### config.mk
export PLATFORM = sky130hd
export DESIGN_NAME = utf8_to_utf16_decoder_unit_flat
export DESIGN_NICKNAME = d
export VERILOG_FILES = /design/src/rtl/u2u_pkg.sv /design/src/rtl/u2u_if.sv /design/src/rtl/u2u_front.sv /design/src/rtl/u2u_fifo.sv /design/src/rtl/u2u_back.sv /design/src/rtl/utf8_to_utf16_decoder_unit.sv /design/src/flat_wrapper.sv
export SDC_FILE = /design/constraint.sdc
export NUM_CORES = 1
export LEC_CHECK = 0
export ABC_AREA = 1
export BUFFER_PORTS_ARGS = -buffer_cell sky130_fd_sc_hd__buf_2
export CORE_MARGIN = 2
export CORE_UTILIZATION = 65
export CTS_CLUSTER_DIAMETER = 120
export DETAILED_ROUTE_END_ITERATION = 10
export PLACE_DENSITY_LB_ADDON = 0.12
export REMOVE_ABC_BUFFERS = 1
export SLEW_MARGIN = 10
export SYNTH_ARGS = -nofsm -noshare
export SYNTH_HDL_FRONTEND = slang
export SYNTH_HIERARCHICAL = 1
export SYNTH_SLANG_ARGS = --single-unit
### constraint.sdc
create_clock -name clk -period 14.2 [get_ports clk]
set_clock_uncertainty 0.05 [all_clocks]
set_input_delay 0.71 -clock clk [delete_from_list [all_inputs] [get_ports clk]]
set_output_delay 0.71 -clock clk [all_outputs]
set_load 0.05 [all_outputs]
### src/rtl/u2u_pkg.sv
// Shared types and constants of the UTF-8 to UTF-16 decoder.
`timescale 1ns / 1ps
`default_nettype none
package u2u_pkg;

  // Result status codes
  typedef enum logic [2:0] {
    ST_OK       = 3'd0,
    ST_BAD_LEAD = 3'd1,
    ST_LONG     = 3'd2,
    ST_BAD_CONT = 3'd3,
    ST_UNTERM   = 3'd4,
    ST_BOUND    = 3'd5
  } status_t;

  // One queue entry: everything the back end needs to emit one or two results.
  typedef struct packed {
    logic [15:0] unit;      // first (or only) code unit
    logic [9:0]  low_bits;  // payload of the low surrogate when pair is set
    logic        pair;      // a low surrogate follows the first unit
    status_t     status;
    logic        done;      // the result ends the string
  } entry_t;

  localparam logic [20:0] MAX_POINT    = 21'h10FFFF;
  localparam logic [20:0] SUPP_BASE    = 21'h010000;
  localparam logic [5:0]  HI_SURR_TAG  = 6'b110110;  // 0xD800 >> 10
  localparam logic [5:0]  LO_SURR_TAG  = 6'b110111;  // 0xDC00 >> 10
  localparam logic [1:0]  CONT_TAG     = 2'b10;      // top bits of a continuation byte

endpackage
`default_nettype wire

### src/rtl/u2u_if.sv
// Valid/ready channel interfaces for the byte input and the code unit output.
`timescale 1ns / 1ps
`default_nettype none
interface u2u_in_if;
  logic       valid;
  logic       ready;
  logic [7:0] in_byte;
  logic       last_byte;

  modport source (output valid, output in_byte, output last_byte, input ready);
  modport sink   (input valid, input in_byte, input last_byte, output ready);
endinterface

interface u2u_out_if;
  logic        valid;
  logic        ready;
  logic [15:0] code_unit;
  logic [2:0]  status;
  logic        last_of_run;
  logic        string_done;

  modport source (output valid, output code_unit, output status, output last_of_run,
                  output string_done, input ready);
  modport sink   (input valid, input code_unit, input status, input last_of_run,
                  input string_done, output ready);
endinterface
`default_nettype wire

### src/rtl/u2u_front.sv
// Front end: accepts bytes, tracks the decode state and queues result entries.
`timescale 1ns / 1ps
`default_nettype none
module u2u_front (
  input  wire logic            clk,
  input  wire logic            rst_n,
  input  wire logic [31:0]     bound,
  u2u_in_if.sink               in_ch,
  input  wire logic            q_full,
  output logic                 push,
  output u2u_pkg::entry_t      push_entry
);

  logic [20:0] pp_r, pp_nxt;
  logic [1:0]  due_r, due_nxt;
  logic [31:0] total_r, total_nxt;
  logic        disc_r, disc_nxt;
  logic        acc;

  assign in_ch.ready = !q_full;
  assign acc         = in_ch.valid && in_ch.ready;

  always_comb begin
    logic [7:0]        b;
    logic              fin;
    logic [31:0]       count;
    logic [20:0]       cp;
    logic [20:0]       ofs;
    logic              complete;
    logic              err;
    logic              emit;
    logic              clear;
    u2u_pkg::status_t  err_st;

    b         = in_ch.in_byte;
    fin       = in_ch.last_byte;
    count     = (&total_r) ? total_r : total_r + 32'd1;
    cp        = '0;
    ofs       = '0;
    complete  = 1'b0;
    err       = 1'b0;
    emit      = 1'b0;
    clear     = 1'b0;
    err_st    = u2u_pkg::ST_OK;
    pp_nxt    = pp_r;
    due_nxt   = due_r;
    total_nxt = total_r;
    disc_nxt  = disc_r;
    push_entry = '0;

    if (disc_r) begin
      // drop bytes until the end of the string
      clear = fin;
    end else begin
      total_nxt = count;
      if (bound != 32'd0 && count >= bound) begin
        err    = 1'b1;
        err_st = u2u_pkg::ST_BOUND;
      end else if (due_r == 2'd0) begin
        priority if (!b[7]) begin
          cp       = {13'd0, b};
          complete = 1'b1;
        end else if (!b[6]) begin
          err    = 1'b1;
          err_st = u2u_pkg::ST_BAD_LEAD;
        end else if (!b[5]) begin
          pp_nxt  = {16'd0, b[4:0]};
          due_nxt = 2'd1;
        end else if (!b[4]) begin
          pp_nxt  = {17'd0, b[3:0]};
          due_nxt = 2'd2;
        end else if (!b[3]) begin
          pp_nxt  = {18'd0, b[2:0]};
          due_nxt = 2'd3;
        end else begin
          err    = 1'b1;
          err_st = u2u_pkg::ST_LONG;
        end
      end else if (b[7:6] != u2u_pkg::CONT_TAG) begin
        err    = 1'b1;
        err_st = u2u_pkg::ST_BAD_CONT;
      end else begin
        cp       = {pp_r[14:0], b[5:0]};
        pp_nxt   = cp;
        due_nxt  = due_r - 2'd1;
        complete = (due_r == 2'd1);
      end

      if (!err) begin
        if (!complete) begin
          if (fin) begin
            err    = 1'b1;
            err_st = u2u_pkg::ST_UNTERM;
          end
        end else begin
          pp_nxt = '0;
          ofs    = cp - u2u_pkg::SUPP_BASE;
          if (cp > u2u_pkg::MAX_POINT) begin
            err    = 1'b1;
            err_st = u2u_pkg::ST_LONG;
          end else if (fin) begin
            if (cp != 21'd0) begin
              err    = 1'b1;
              err_st = u2u_pkg::ST_UNTERM;
            end else begin
              // terminator
              emit            = 1'b1;
              clear           = 1'b1;
              push_entry.done = 1'b1;
            end
          end else if (cp[20:16] == 5'd0) begin
            emit            = 1'b1;
            push_entry.unit = cp[15:0];
          end else begin
            emit                = 1'b1;
            push_entry.unit     = {u2u_pkg::HI_SURR_TAG, ofs[19:10]};
            push_entry.low_bits = ofs[9:0];
            push_entry.pair     = 1'b1;
          end
        end
      end

      if (err) begin
        pp_nxt            = '0;
        due_nxt           = '0;
        disc_nxt          = 1'b1;
        clear             = fin;
        push_entry        = '0;
        push_entry.status = err_st;
        push_entry.done   = 1'b1;
      end
    end

    if (clear) begin
      pp_nxt    = '0;
      due_nxt   = '0;
      total_nxt = '0;
      disc_nxt  = 1'b0;
    end

    push = acc && (err || emit);
  end

  always_ff @(posedge clk) begin
    if (!rst_n) begin
      pp_r    <= '0;
      due_r   <= '0;
      total_r <= '0;
      disc_r  <= 1'b0;
    end else if (acc) begin
      pp_r    <= pp_nxt;
      due_r   <= due_nxt;
      total_r <= total_nxt;
      disc_r  <= disc_nxt;
    end
  end

endmodule
`default_nettype wire

### src/rtl/u2u_fifo.sv
// Small register queue of result entries between front and back end.
`timescale 1ns / 1ps
`default_nettype none
module u2u_fifo #(
  parameter int DEPTH = 4
) (
  input  wire logic            clk,
  input  wire logic            rst_n,
  input  wire logic            push,
  input  wire u2u_pkg::entry_t push_entry,
  input  wire logic            pop,
  output u2u_pkg::entry_t      head,
  output logic                 full,
  output logic                 empty
);

  localparam int AW = (DEPTH > 1) ? $clog2(DEPTH) : 1;
  localparam int CW = $clog2(DEPTH + 1);
  localparam logic [AW-1:0] LAST_SLOT = AW'(DEPTH - 1);

  u2u_pkg::entry_t mem_r [DEPTH];
  logic [AW-1:0]   wr_ptr_r, rd_ptr_r;
  logic [CW-1:0]   cnt_r;

  assign head  = mem_r[rd_ptr_r];
  assign full  = (cnt_r == CW'(DEPTH));
  assign empty = (cnt_r == '0);

  always_ff @(posedge clk) begin
    if (push) begin
      mem_r[wr_ptr_r] <= push_entry;
    end
  end

  always_ff @(posedge clk) begin
    if (!rst_n) begin
      wr_ptr_r <= '0;
      rd_ptr_r <= '0;
      cnt_r    <= '0;
    end else begin
      // wrap at the last slot so any depth works
      if (push) begin
        wr_ptr_r <= (wr_ptr_r == LAST_SLOT) ? '0 : wr_ptr_r + AW'(1);
      end
      if (pop) begin
        rd_ptr_r <= (rd_ptr_r == LAST_SLOT) ? '0 : rd_ptr_r + AW'(1);
      end
      if (push && !pop) begin
        cnt_r <= cnt_r + CW'(1);
      end else if (pop && !push) begin
        cnt_r <= cnt_r - CW'(1);
      end
    end
  end

endmodule
`default_nettype wire

### src/rtl/u2u_back.sv
// Back end: pops queue entries and drives one result per cycle while the receiver is ready, splitting pairs.
`timescale 1ns / 1ps
`default_nettype none
module u2u_back (
  input  wire logic            clk,
  input  wire logic            rst_n,
  input  wire u2u_pkg::entry_t head,
  input  wire logic            q_empty,
  output logic                 pop,
  u2u_out_if.source            out_ch
);

  logic        vld_r, vld_nxt;
  logic [15:0] unit_r, unit_nxt;
  logic [2:0]  st_r, st_nxt;
  logic        last_r, last_nxt;
  logic        done_r, done_nxt;
  logic        pend_r, pend_nxt;
  logic [9:0]  low_r, low_nxt;
  logic        load;

  assign load = !vld_r || out_ch.ready;
  assign pop  = load && !pend_r && !q_empty;

  always_comb begin
    vld_nxt  = vld_r;
    unit_nxt = unit_r;
    st_nxt   = st_r;
    last_nxt = last_r;
    done_nxt = done_r;
    pend_nxt = pend_r;
    low_nxt  = low_r;
    if (load) begin
      priority if (pend_r) begin
        // second half of a surrogate pair
        vld_nxt  = 1'b1;
        unit_nxt = {u2u_pkg::LO_SURR_TAG, low_r};
        st_nxt   = u2u_pkg::ST_OK;
        last_nxt = 1'b1;
        done_nxt = 1'b0;
        pend_nxt = 1'b0;
      end else if (!q_empty) begin
        vld_nxt  = 1'b1;
        unit_nxt = head.unit;
        st_nxt   = head.status;
        last_nxt = !head.pair;
        done_nxt = head.done;
        pend_nxt = head.pair;
        low_nxt  = head.low_bits;
      end else begin
        vld_nxt = 1'b0;
      end
    end
  end

  always_ff @(posedge clk) begin
    if (!rst_n) begin
      vld_r  <= 1'b0;
      pend_r <= 1'b0;
    end else begin
      vld_r  <= vld_nxt;
      pend_r <= pend_nxt;
    end
  end

  always_ff @(posedge clk) begin
    unit_r <= unit_nxt;
    st_r   <= st_nxt;
    last_r <= last_nxt;
    done_r <= done_nxt;
    low_r  <= low_nxt;
  end

  assign out_ch.valid       = vld_r;
  assign out_ch.code_unit   = unit_r;
  assign out_ch.status      = st_r;
  assign out_ch.last_of_run = last_r;
  assign out_ch.string_done = done_r;

endmodule
`default_nettype wire

### src/rtl/utf8_to_utf16_decoder_unit.sv
// Top level of the UTF-8 to UTF-16 stream decoder.
//
//   channel   direction  handshake            payload
//   in_ch     in         valid / ready        in_byte[7:0], last_byte
//   out_ch    out        valid / ready        code_unit[15:0], status[2:0],
//                                             last_of_run, string_done
//   cfg       in         cfg_we (no wait)     cfg_wdata[31:0] -> string bound
//
// One byte is accepted per cycle whenever the entry queue between front and
// back end has room; one result leaves per cycle while out_ch.ready is high,
// so a surrogate pair holds the output register for both units. A result is
// queued, then registered. Reset (rst_n low, synchronous) clears the decode
// state, the queue and the output register; the bound register resets to zero.
// Output stalls fill the queue and then drop in_ch.ready; bytes that give no
// result still need a free queue slot to be taken.
`timescale 1ns / 1ps
`default_nettype none
module utf8_to_utf16_decoder_unit #(
  parameter int QUEUE_DEPTH = 4
) (
  input  wire logic        clk,
  input  wire logic        rst_n,
  u2u_in_if.sink           in_ch,
  u2u_out_if.source        out_ch,
  input  wire logic        cfg_we,
  input  wire logic [31:0] cfg_wdata
);

  // string bound: zero disables the check
  logic [31:0] bound_r;

  always_ff @(posedge clk) begin
    if (!rst_n) begin
      bound_r <= '0;
    end else if (cfg_we) begin
      bound_r <= cfg_wdata;
    end
  end

  // front end -> queue
  logic            push;
  u2u_pkg::entry_t push_entry;
  logic            q_full;

  // queue -> back end
  u2u_pkg::entry_t head;
  logic            q_empty;
  logic            pop;

  // Decode each byte and queue the entry it produces, if any.
  u2u_front u_front (
    .clk        (clk),
    .rst_n      (rst_n),
    .bound      (bound_r),
    .in_ch      (in_ch),
    .q_full     (q_full),
    .push       (push),
    .push_entry (push_entry)
  );

  // Decouple input acceptance from output stalls.
  u2u_fifo #(
    .DEPTH (QUEUE_DEPTH)
  ) u_fifo (
    .clk        (clk),
    .rst_n      (rst_n),
    .push       (push),
    .push_entry (push_entry),
    .pop        (pop),
    .head       (head),
    .full       (q_full),
    .empty      (q_empty)
  );

  // Drive results, splitting surrogate pairs into two items.
  u2u_back u_back (
    .clk     (clk),
    .rst_n   (rst_n),
    .head    (head),
    .q_empty (q_empty),
    .pop     (pop),
    .out_ch  (out_ch)
  );

  // Never write into a full queue.
  assert property (@(posedge clk) disable iff (!rst_n) push |-> !q_full)
    else $error("entry pushed into a full queue");

  // Never pop an empty queue.
  assert property (@(posedge clk) disable iff (!rst_n) pop |-> !q_empty)
    else $error("entry popped from an empty queue");

  // A high surrogate is followed at once by its low surrogate.
  assert property (@(posedge clk) disable iff (!rst_n)
    (out_ch.valid && out_ch.ready && !out_ch.last_of_run) |=>
      (out_ch.valid && out_ch.last_of_run &&
       out_ch.code_unit[15:10] == u2u_pkg::LO_SURR_TAG))
    else $error("high surrogate not followed by low surrogate");

  // Error results carry a zero unit and end the string.
  assert property (@(posedge clk) disable iff (!rst_n)
    (out_ch.valid && out_ch.status != u2u_pkg::ST_OK) |->
      (out_ch.string_done && out_ch.last_of_run && out_ch.code_unit == 16'd0))
    else $error("malformed error result");

  // Output is empty right after reset.
  assert property (@(posedge clk) $past(!rst_n) |-> !out_ch.valid)
    else $error("result valid right after reset");

endmodule
`default_nettype wire

### src/flat_wrapper.sv
// flat-port wrapper written by rule: the top's interface ports become plain ports
module utf8_to_utf16_decoder_unit_flat 
#(
  parameter int QUEUE_DEPTH = 4
)
  (clk, rst_n, cfg_we, cfg_wdata, in_ch_valid, in_ch_in_byte, in_ch_last_byte, in_ch_ready, out_ch_valid, out_ch_code_unit, out_ch_status, out_ch_last_of_run, out_ch_string_done, out_ch_ready);
  u2u_in_if in_ch_i ();
  u2u_out_if out_ch_i ();
  input  wire logic clk;
  input  wire logic rst_n;
  input  wire logic cfg_we;
  input  wire logic [31:0] cfg_wdata;
  input wire logic [$bits(in_ch_i.valid)-1:0] in_ch_valid;
  input wire logic [$bits(in_ch_i.in_byte)-1:0] in_ch_in_byte;
  input wire logic [$bits(in_ch_i.last_byte)-1:0] in_ch_last_byte;
  output wire logic [$bits(in_ch_i.ready)-1:0] in_ch_ready;
  output wire logic [$bits(out_ch_i.valid)-1:0] out_ch_valid;
  output wire logic [$bits(out_ch_i.code_unit)-1:0] out_ch_code_unit;
  output wire logic [$bits(out_ch_i.status)-1:0] out_ch_status;
  output wire logic [$bits(out_ch_i.last_of_run)-1:0] out_ch_last_of_run;
  output wire logic [$bits(out_ch_i.string_done)-1:0] out_ch_string_done;
  input wire logic [$bits(out_ch_i.ready)-1:0] out_ch_ready;
  assign in_ch_i.valid = in_ch_valid;
  assign in_ch_i.in_byte = in_ch_in_byte;
  assign in_ch_i.last_byte = in_ch_last_byte;
  assign in_ch_ready = in_ch_i.ready;
  assign out_ch_valid = out_ch_i.valid;
  assign out_ch_code_unit = out_ch_i.code_unit;
  assign out_ch_status = out_ch_i.status;
  assign out_ch_last_of_run = out_ch_i.last_of_run;
  assign out_ch_string_done = out_ch_i.string_done;
  assign out_ch_i.ready = out_ch_ready;
  utf8_to_utf16_decoder_unit #(.QUEUE_DEPTH(QUEUE_DEPTH)) u_core (.clk(clk), .rst_n(rst_n), .in_ch(in_ch_i), .out_ch(out_ch_i), .cfg_we(cfg_we), .cfg_wdata(cfg_wdata));
endmodule
After elaboration in Yosys (flattened, before gate mapping)

Memory sizes are Yosys's and may differ from the RTL's. A register that Yosys moved wholly into a read port is not among the register bits.
Cells that the tools add are included.

Memories: 1
Memory bits (writable): 124
Bits in registers: 128
Output and inout bits: 23

Memories:

| name                | words | bits a word | read ports | clocked after memory_dff | wr ports | RTL line       | source |
|---|---|---|---|---|---|---|---|
| u_core.u_fifo.mem_r | 4     | 31          | 1          | 1                        | 1        | u2u_fifo.sv:21 | `u2u_pkg::entry_t mem_r [DEPTH];` |

Bitwise gates (word level): 2
Multiplexer cells: 108
Reductions and logical operators: 27
Add/sub/neg operators: 7
Equality and inequality tests: 12
$lt $le $gt $ge: 2

Operator list:

| operator                                                                 | count |
|---|---|
| 21-bit two-way mux                                                       | 17 |
| 27-bit two-way mux                                                       | 4 |
| 32-bit two-way mux                                                       | 3 |
| 31-bit two-way mux                                                       | 2 |
| 1-bit two-way mux                                                        | 45 |
| 2-bit two-way mux                                                        | 21 |
| 3-bit two-way mux                                                        | 11 |
| 32-bit by 1-bit adder with 32-bit output (second input constant)         | 1 |
| 32-bit >= comparator                                                     | 1 |
| 16-bit two-way mux                                                       | 2 |
| 32-bit AND reduction                                                     | 1 |
| 32-bit nonzero test                                                      | 1 |
| 21-bit greater-than comparator (second input constant)                   | 1 |
| 21-bit nonzero test                                                      | 1 |
| 20-bit by 17-bit subtractor with 20-bit output (second input constant)   | 1 |
| 4-bit by 2-bit inequality test with 1-bit output (second input constant) | 3 |
| 11-bit two-way mux                                                       | 1 |
| 10-bit two-way mux                                                       | 1 |
| 1-bit logical AND                                                        | 7 |
| 1-bit zero test                                                          | 7 |
| 7-bit two-way mux                                                        | 1 |
| 7-bit AND reduction                                                      | 1 |
| 6-bit by 4-bit inequality test with 1-bit output (second input constant) | 1 |
| 5-bit zero test                                                          | 1 |
| other kinds (17)                                                         | 23 |

Depth between registers and ports, before layout

Gate-level depths: netlist (run 1).

Word-level depth: 20
Depth in mapped cells: 37
Depth with buffers taken out: 36

By module

The synthesis (run 1) kept the hierarchy.

Modules (own cells, without submodules):

| module                     | times used | cells each | area an instance (sq um) |
|---|---|---|---|
| u2u_fifo                   | 1          | 359        | 5098.6 |
| u2u_front                  | 1          | 785        | 4907.2 |
| utf8_to_utf16_decoder_unit | 1          | 202        | 1335.0 |
| u2u_back                   | 1          | 98         | 1252.5 |

Worst setup path after synthesis (run 1)

No wires, ideal clock.

Kind: register to register
Start point: reg u_core.u_front.total_r[0]
End point: mem u_core/u_fifo/mem_r[0][5] in the netlist's numbering, data pin
Path slack: 9.357 ns
Stages on the path, launching flop included: 32
Arrival: 4.617 ns
Library setup time: 0.176 ns
Data required time: 13.974 ns
Path buffers: 3
Cells stage by stage: dfxtp_1 -> ha_1 -> nand2_1 -> nor3_4 -> nand3_1 -> nor2_2 -> nand4_4 -> nand3_2 -> nor3_1 -> nand2_2 -> nor3_1 -> nand2_1 -> xor2_1 -> ha_1 -> a21oi_1 -> o21a_1 -> nand2_1 -> a21oi_1 -> nand2_2 -> nand2_4 -> buf_6 -> buf_6 -> clkbuf_1 -> nand2_1 -> ha_1 -> nand3_1 -> inv_1 -> nor2_4 -> inv_2 -> nor2_4 -> inv_2 -> nor3_2

RTL lines:

| element                  | RTL line         | source |
|---|---|---|
| start: declaration       | u2u_front.sv:16  | `logic [31:0] total_r, total_nxt;` |
| start signal: assignment | u2u_front.sv:153 | `total_r <= total_nxt;` |
| end: declaration         | u2u_fifo.sv:21   |  |

==> impl_metrics.tcl, run 1 <==
set metrics [dict create \
    status "completed" \
    drcViolationCount 0 \
    period_needed_ps 6110 \
    start_util_pct 66.9 \
    synth_cell_types 58 \
    yosys_warnings 6 \
    vias 9883 \
    synthTopCellsByArea "edfxtp_1 (37%), dfxtp_1 (15%), nand2_1 (7.6%)" \
    die_area_um2 20500 \
    yosys-top-cells-count "nand2_1 (255), nor2_1 (244), inv_1 (171), edfxtp_1 (155), dfxtp_1 (93)" \
    gp_congestion 0.969 \
    cts_buffers 25 \
    power.leakage_nw 5.61 \
    max_stage_delay_ps 640 \
    synth_ff_type "edfxtp_1" \
    max_freq_mhz 164 \
    cts_max_level 1 \
    cts.sinks 248 \
    ys_ff_latch 248 \
    dp_hpwl_um 18600 \
    synth_edf_count 155 \
    cpMaxStageDelayCell "nor4_1" \
    cp-startpoint "u_core/u_front/total_r[0]" \
    grt_use_total_pct 27.4 \
    period_share_pct 43.0 \
    cts_tree "done" \
    cts_root_buffer "clkbuf_16" \
    hold_path_startpoint "cfg_wdata[29]" \
    cts.repair.resized 0 \
    ios 69 \
    dr.pass1.iters 7 \
    dpl_worst_slack_ps 8210 \
    synthCells 1444 \
    drive_above_1_share_pct 10.7 \
    grt_pass1_wl_um 44900 \
    clk_latency_ps 530 \
    slew_headroom_pct 23.1 \
    async_flop_share_pct 0 \
    yosysSeqAreaShare_pct 51.7 \
    cts_setup_buffers 0 \
    drtIter0Drc 827 \
    peakVddDrop_uv 103 \
    mappedNetlistArea_um2 12600 \
    finalWirelength_um 28100 \
    cp_num_buf_inv 3 \
    critPathMaxFanout 44 \
    hold_buffers 0 \
    cts.path.max_buffers 3 \
    final_nets 1582 \
    grt_pass1_vias 9135 \
    vias_per_cell 5.57 \
    die_h_um 143 \
    fp.coreArea_um2 18800 \
    cp.required_ps 14370 \
    crit_family "simple AND/OR/NAND/NOR gates" \
    die_w_um 143 \
    endpoint_kind "flop" \
    finalHoldViolCount 0 \
    row_count 50 \
    hp-class "primary input to flop" \
    tns_ps 0 \
    layout_setup_ws_ps 8090 \
    post-synth-top-area-cell "edfxtp_1" \
    synth.most_common_cell "nand2_1" \
    io_buffers 68 \
    crit_path_start_kind "flop" \
    maxSlewViolCount 0 \
    cp.arrival_ps 6280 \
    setup_violations 0 \
    rsz0062_at_grt "no" \
    worst_path_most_repeated_cell "nand2_1" \
    final_antenna_net_count 0 \
    grt_max_degree 65 \
    r2r_start "u_core/u_front/total_r[0]" \
    clk_pin_slew_ps 60 \
    syn_to_final_growth_pct 9.13 \
    wl_per_cell_um 15.8 \
    antenna_found_initial 2 \
    grt_overflow 0 \
    tightest_slew_ps 1150 \
    syn_avg_cell_area_um2 8.72 \
    p_per_area_nw_per_um2 169 \
    yosysTopAreaCellShare_pct 37.0 \
    drv_cap 0 \
    criticalPathCategory "flop to flop" \
]
-- flip-flops by register name (all words and copies together) (netlist names), named ones only --
signal and count:
u_core/bound_r 32, u_core/u_back/low_r 10, u_core/u_back/out_ch.code_unit 16, u_core/u_back/out_ch.last_of_run 1
u_core/u_back/out_ch.status 3, u_core/u_back/out_ch.string_done 1, u_core/u_back/out_ch.valid 1, u_core/u_back/pend_r 1
u_core/u_fifo/cnt_r 3, u_core/u_fifo/mem_r 124, u_core/u_fifo/rd_ptr_r 2, u_core/u_fifo/wr_ptr_r 2
u_core/u_front/disc_r 1, u_core/u_front/due_r 2, u_core/u_front/pp_r 15, u_core/u_front/total_r 32
-- per-stage QoR --
step                cells  hold slack [ps]  utilization (%)  power, mW  area (um2)
floorplan            1387              395                -       1.49       12200
detailed placement   1726              413             68.8       1.69       13000
finish               1773              414             73.0       2.32       13700
global route         1772              417             73.0       2.43       13700
global placement     1726              404             68.8       1.67       13000
CTS                  1771              407             73.0       2.32       13700
-- tightest hold or removal path: cells and delay by family --
kind          cells  cell delay (ps)
buf+inv           2              100
simple gates      3              150
-- routing by layer --
| layer | share of wire (%) | GRT usage [%] | vias up |
|---|---|---|---|
| met4 | 1.8 | 6.98 | 0 |
| met1 | 42 | 34.8 | 4623 |
| li1 | - | - | 4930 |
| met2 | 51 | 49.3 | 288 |
| met5 | 0 | 0 | - |
| met3 | 5.5 | 3.99 | 42 |
-- layout make-up --
type | instances | area [um2]
clock buffers | 29 | 641
repair buffers | 79 | 423
clock inverters | 16 | 146
inverters | 179 | 682
fillers | 1446 | 5090
flip-flops and latches | 248 | 6520
multi-input cells | 960 | 5000
well taps | 260 | 325
diodes | 2 | 5.00
-- worst paths after layout --
kind	endpoint	slack (ps)	depth (start not counted)
worst max register to register	u_core/u_fifo/mem_r[1][25]	8090	29
worst min-delay path	u_core/bound_r[29]	410	5
worst min register to register	u_core/u_front/pp_r[12]	420	2
worst max-delay path	u_core/u_fifo/mem_r[1][25]	8090	29
-- where the power goes --
part	switching (mW)	total (mW)	internal, mW
Clock	0.271	0.632	0.361
Combinational	0.523	0.710	0.187
Sequential	0.0455	0.974	0.928
Total	0.840	2.32	1.48
-- cells by family after synthesis --
logic type	after synthesis	share of synthesized area (%)
AND/OR/NAND/NOR	638	21.9
flip-flops	248	51.7
adder cells (fa/ha/maj)	43	4.33
XOR/XNOR	29	2.02
buffers and inverters	236	8.55
AO/OA/AOI/OAI	249	11.3
multiplexers	1	0.0795
-- cells in the final DEF (no fill, tap or decap), types with 19 or more instances in the layout --
cell,n
clkbuf_16,25
buf_2,68
dfxtp_1,92
o22ai_1,31
a21oi_1,72
inv_1,171
nand3_1,56
o21ai_1,64
nand4_1,19
nor2_1,244
edfxtp_1,155
ha_1,42
o21ai_0,35
xor2_1,20
nand2_1,255
Note: power is estimated with default switching activity, not from simulation.
==> run 2: changes to the inputs <==
Settings changed: CORE_UTILIZATION 65 to 62.
Clock period 14.2 ns to 6 ns, I/O delays scaled along.
==> run 2 against run 1 <==
Effect of this change:
- register-to-register slack worse by 7600 ps
- critical path depth up 1
- worst setup slack lost 7600 ps
- core utilization is 3.5 points lower
- via count is 0.76% higher
- power up 140%
- global-route usage is 1.3 points lower
- non-clock buffer count grew 11
- count of clock-buffer cells in the layout is 3 higher
- combinational power grew 140%
- worst hold slack got worse by 410 ps
- critical path type unchanged
==> impl_metrics.tcl, run 2 (same netlist as run 1, synthesis figures left out) <==
set metrics [dict create \
    cts_buffers 26 \
    final_common_cell "nand2_1" \
    cp.required_ps 6280 \
    drv_cap 0 \
    cp.arrival_ps 5790 \
    maxSlewViolCount 0 \
    clk_pin_slew_ps 60 \
    setup_violations 0 \
    placed_cell_area_um2 13000 \
    status "completed" \
    final_cell_mix "nand2_1 (255), nor2_1 (244), inv_1 (171)" \
    vias_per_cell 5.54 \
    fp.coreArea_um2 20100 \
    multi_input_area_um2 5040 \
    largestRegisters "u_core/u_fifo/mem_r x124, u_core/bound_r x32, u_core/u_front/total_r x32" \
    period_share_pct 91.9 \
    stdcell_area_um2 14000 \
    cts.path.max_buffers 3 \
    die_w_um 147 \
    die_area_um2 21500 \
    cpMaxStageDelayCell "dfxtp_1" \
    antenna_found_initial 2 \
    drcViolationCount 0 \
    max_stage_delay_ps 390 \
    io_buffers 68 \
    seqCellArea_um2 6520 \
    final_nets 1594 \
    dr.pass1.iters 5 \
    die_h_um 147 \
    top_register "u_core/u_fifo/mem_r" \
    slew_headroom_pct 26.6 \
    final_antenna_net_count 0 \
    finalHoldViolCount 0 \
    max_freq_mhz 181 \
    row_count 52 \
    drive_above_1_share_pct 11.2 \
    final_util_pct 69.5 \
    gp_congestion 0.961 \
    instances_no_fill 1798 \
    grt_pass1_vias 9468 \
    ios 69 \
    cts_max_level 1 \
    drtIter0Drc 644 \
    dp.cells 1739 \
    fillers 1609 \
    rsz0062_at_grt "no" \
    worst_path_most_repeated_cell "nand2_1" \
    dp_hpwl_um 19000 \
    vias 9958 \
    endpoint_kind "flop" \
    period_needed_ps 5510 \
    cts_root_buffer "clkbuf_16" \
    cts.sinks 248 \
    wl_per_cell_um 15.8 \
    crit_path_start_kind "flop" \
    clk_latency_ps 530 \
    criticalPathCategory "flop to flop" \
    start_util_pct 62.6 \
    syn_to_final_growth_pct 11.0 \
    hp-class "primary input to flop" \
    grt_pass1_wl_um 45700 \
    grt_overflow 0 \
    critPathMaxFanout 17 \
    power.leakage_nw 5.70 \
    grt_max_degree 65 \
    peakVddDrop_uv 239 \
    finalWirelength_um 28400 \
    grt_use_total_pct 26.1 \
    cts_tree "done" \
    tightest_slew_ps 1090 \
    largest_reg_flops 124 \
    p_per_area_nw_per_um2 403 \
    cts_setup_buffers 0 \
    tns_ps 0 \
]
-- run 2: worst max-delay path, delay by kind of cell (launching register included) --
family / cells / cell delay [ps]
xor+xnor: 1 / 160
flops: 1 / 390
buf+inv: 3 / 380
fa+ha+maj: 3 / 630
compound gates: 2 / 450
simple gates: 21 / 3240
-- run 2: cell type report --
cell class / instances / area share [%]
well taps: 270 / 2.42
repair buffers: 90 / 3.76
multi-input cells: 960 / 36.0
clock inverters: 16 / 1.24
inverters: 179 / 4.88
diodes: 3 / 0.0537
clock buffers: 32 / 4.97
flip-flops and latches: 248 / 46.6
-- run 2: metrics by stage --
stage	hold slack (ps)	setup WS, ps	total power [mW]
final	6.47	488	5.63
after floorplan	370	1160	3.53
after global placement	404	444	3.97
after global routing	16.6	9.24	5.92
after detailed placement	406	293	4.02
after CTS	0.811	258	5.65
-- run 2: path summary, 6_finish.rpt --
path | to | slack, ps | startpoint | cells past startpoint
max reg2reg | u_core/u_fifo/mem_r[0][27] | 490 | u_core/u_front/total_r[0] | 30
max | u_core/u_fifo/mem_r[0][27] | 490 | u_core/u_front/total_r[0] | 30
min | u_core/bound_r[14] | 6 | cfg_wdata[14] | 5
min reg2reg | u_core/u_front/pp_r[11] | 420 | u_core/u_front/pp_r[11] | 2
-- run 2: routing by layer --
metal  vias up  wire length, um  track usage [%]
li1       4952                -                -
met1      4639            11900             33.0
met4         0              745             8.30
met5         -                0                0
met2       312            14000             46.7
met3        55             1770             3.75
-- run 2: timing repair --
| action | CTS | global route |
|---|---|---|
| hold buffers | 8 | 0 |
| endpoints found under the setup margin | 0 | 62 |
| resized for setup | 0 | 8 |
| endpoints found under the hold margin | 8 | 0 |
-- run 2: power breakdown --
part	switching, mW	internal, mW	leakage (nW)
Combinational	1.22	0.449	3.18
Clock	0.632	0.988	0.420
Sequential	0.143	2.20	2.10
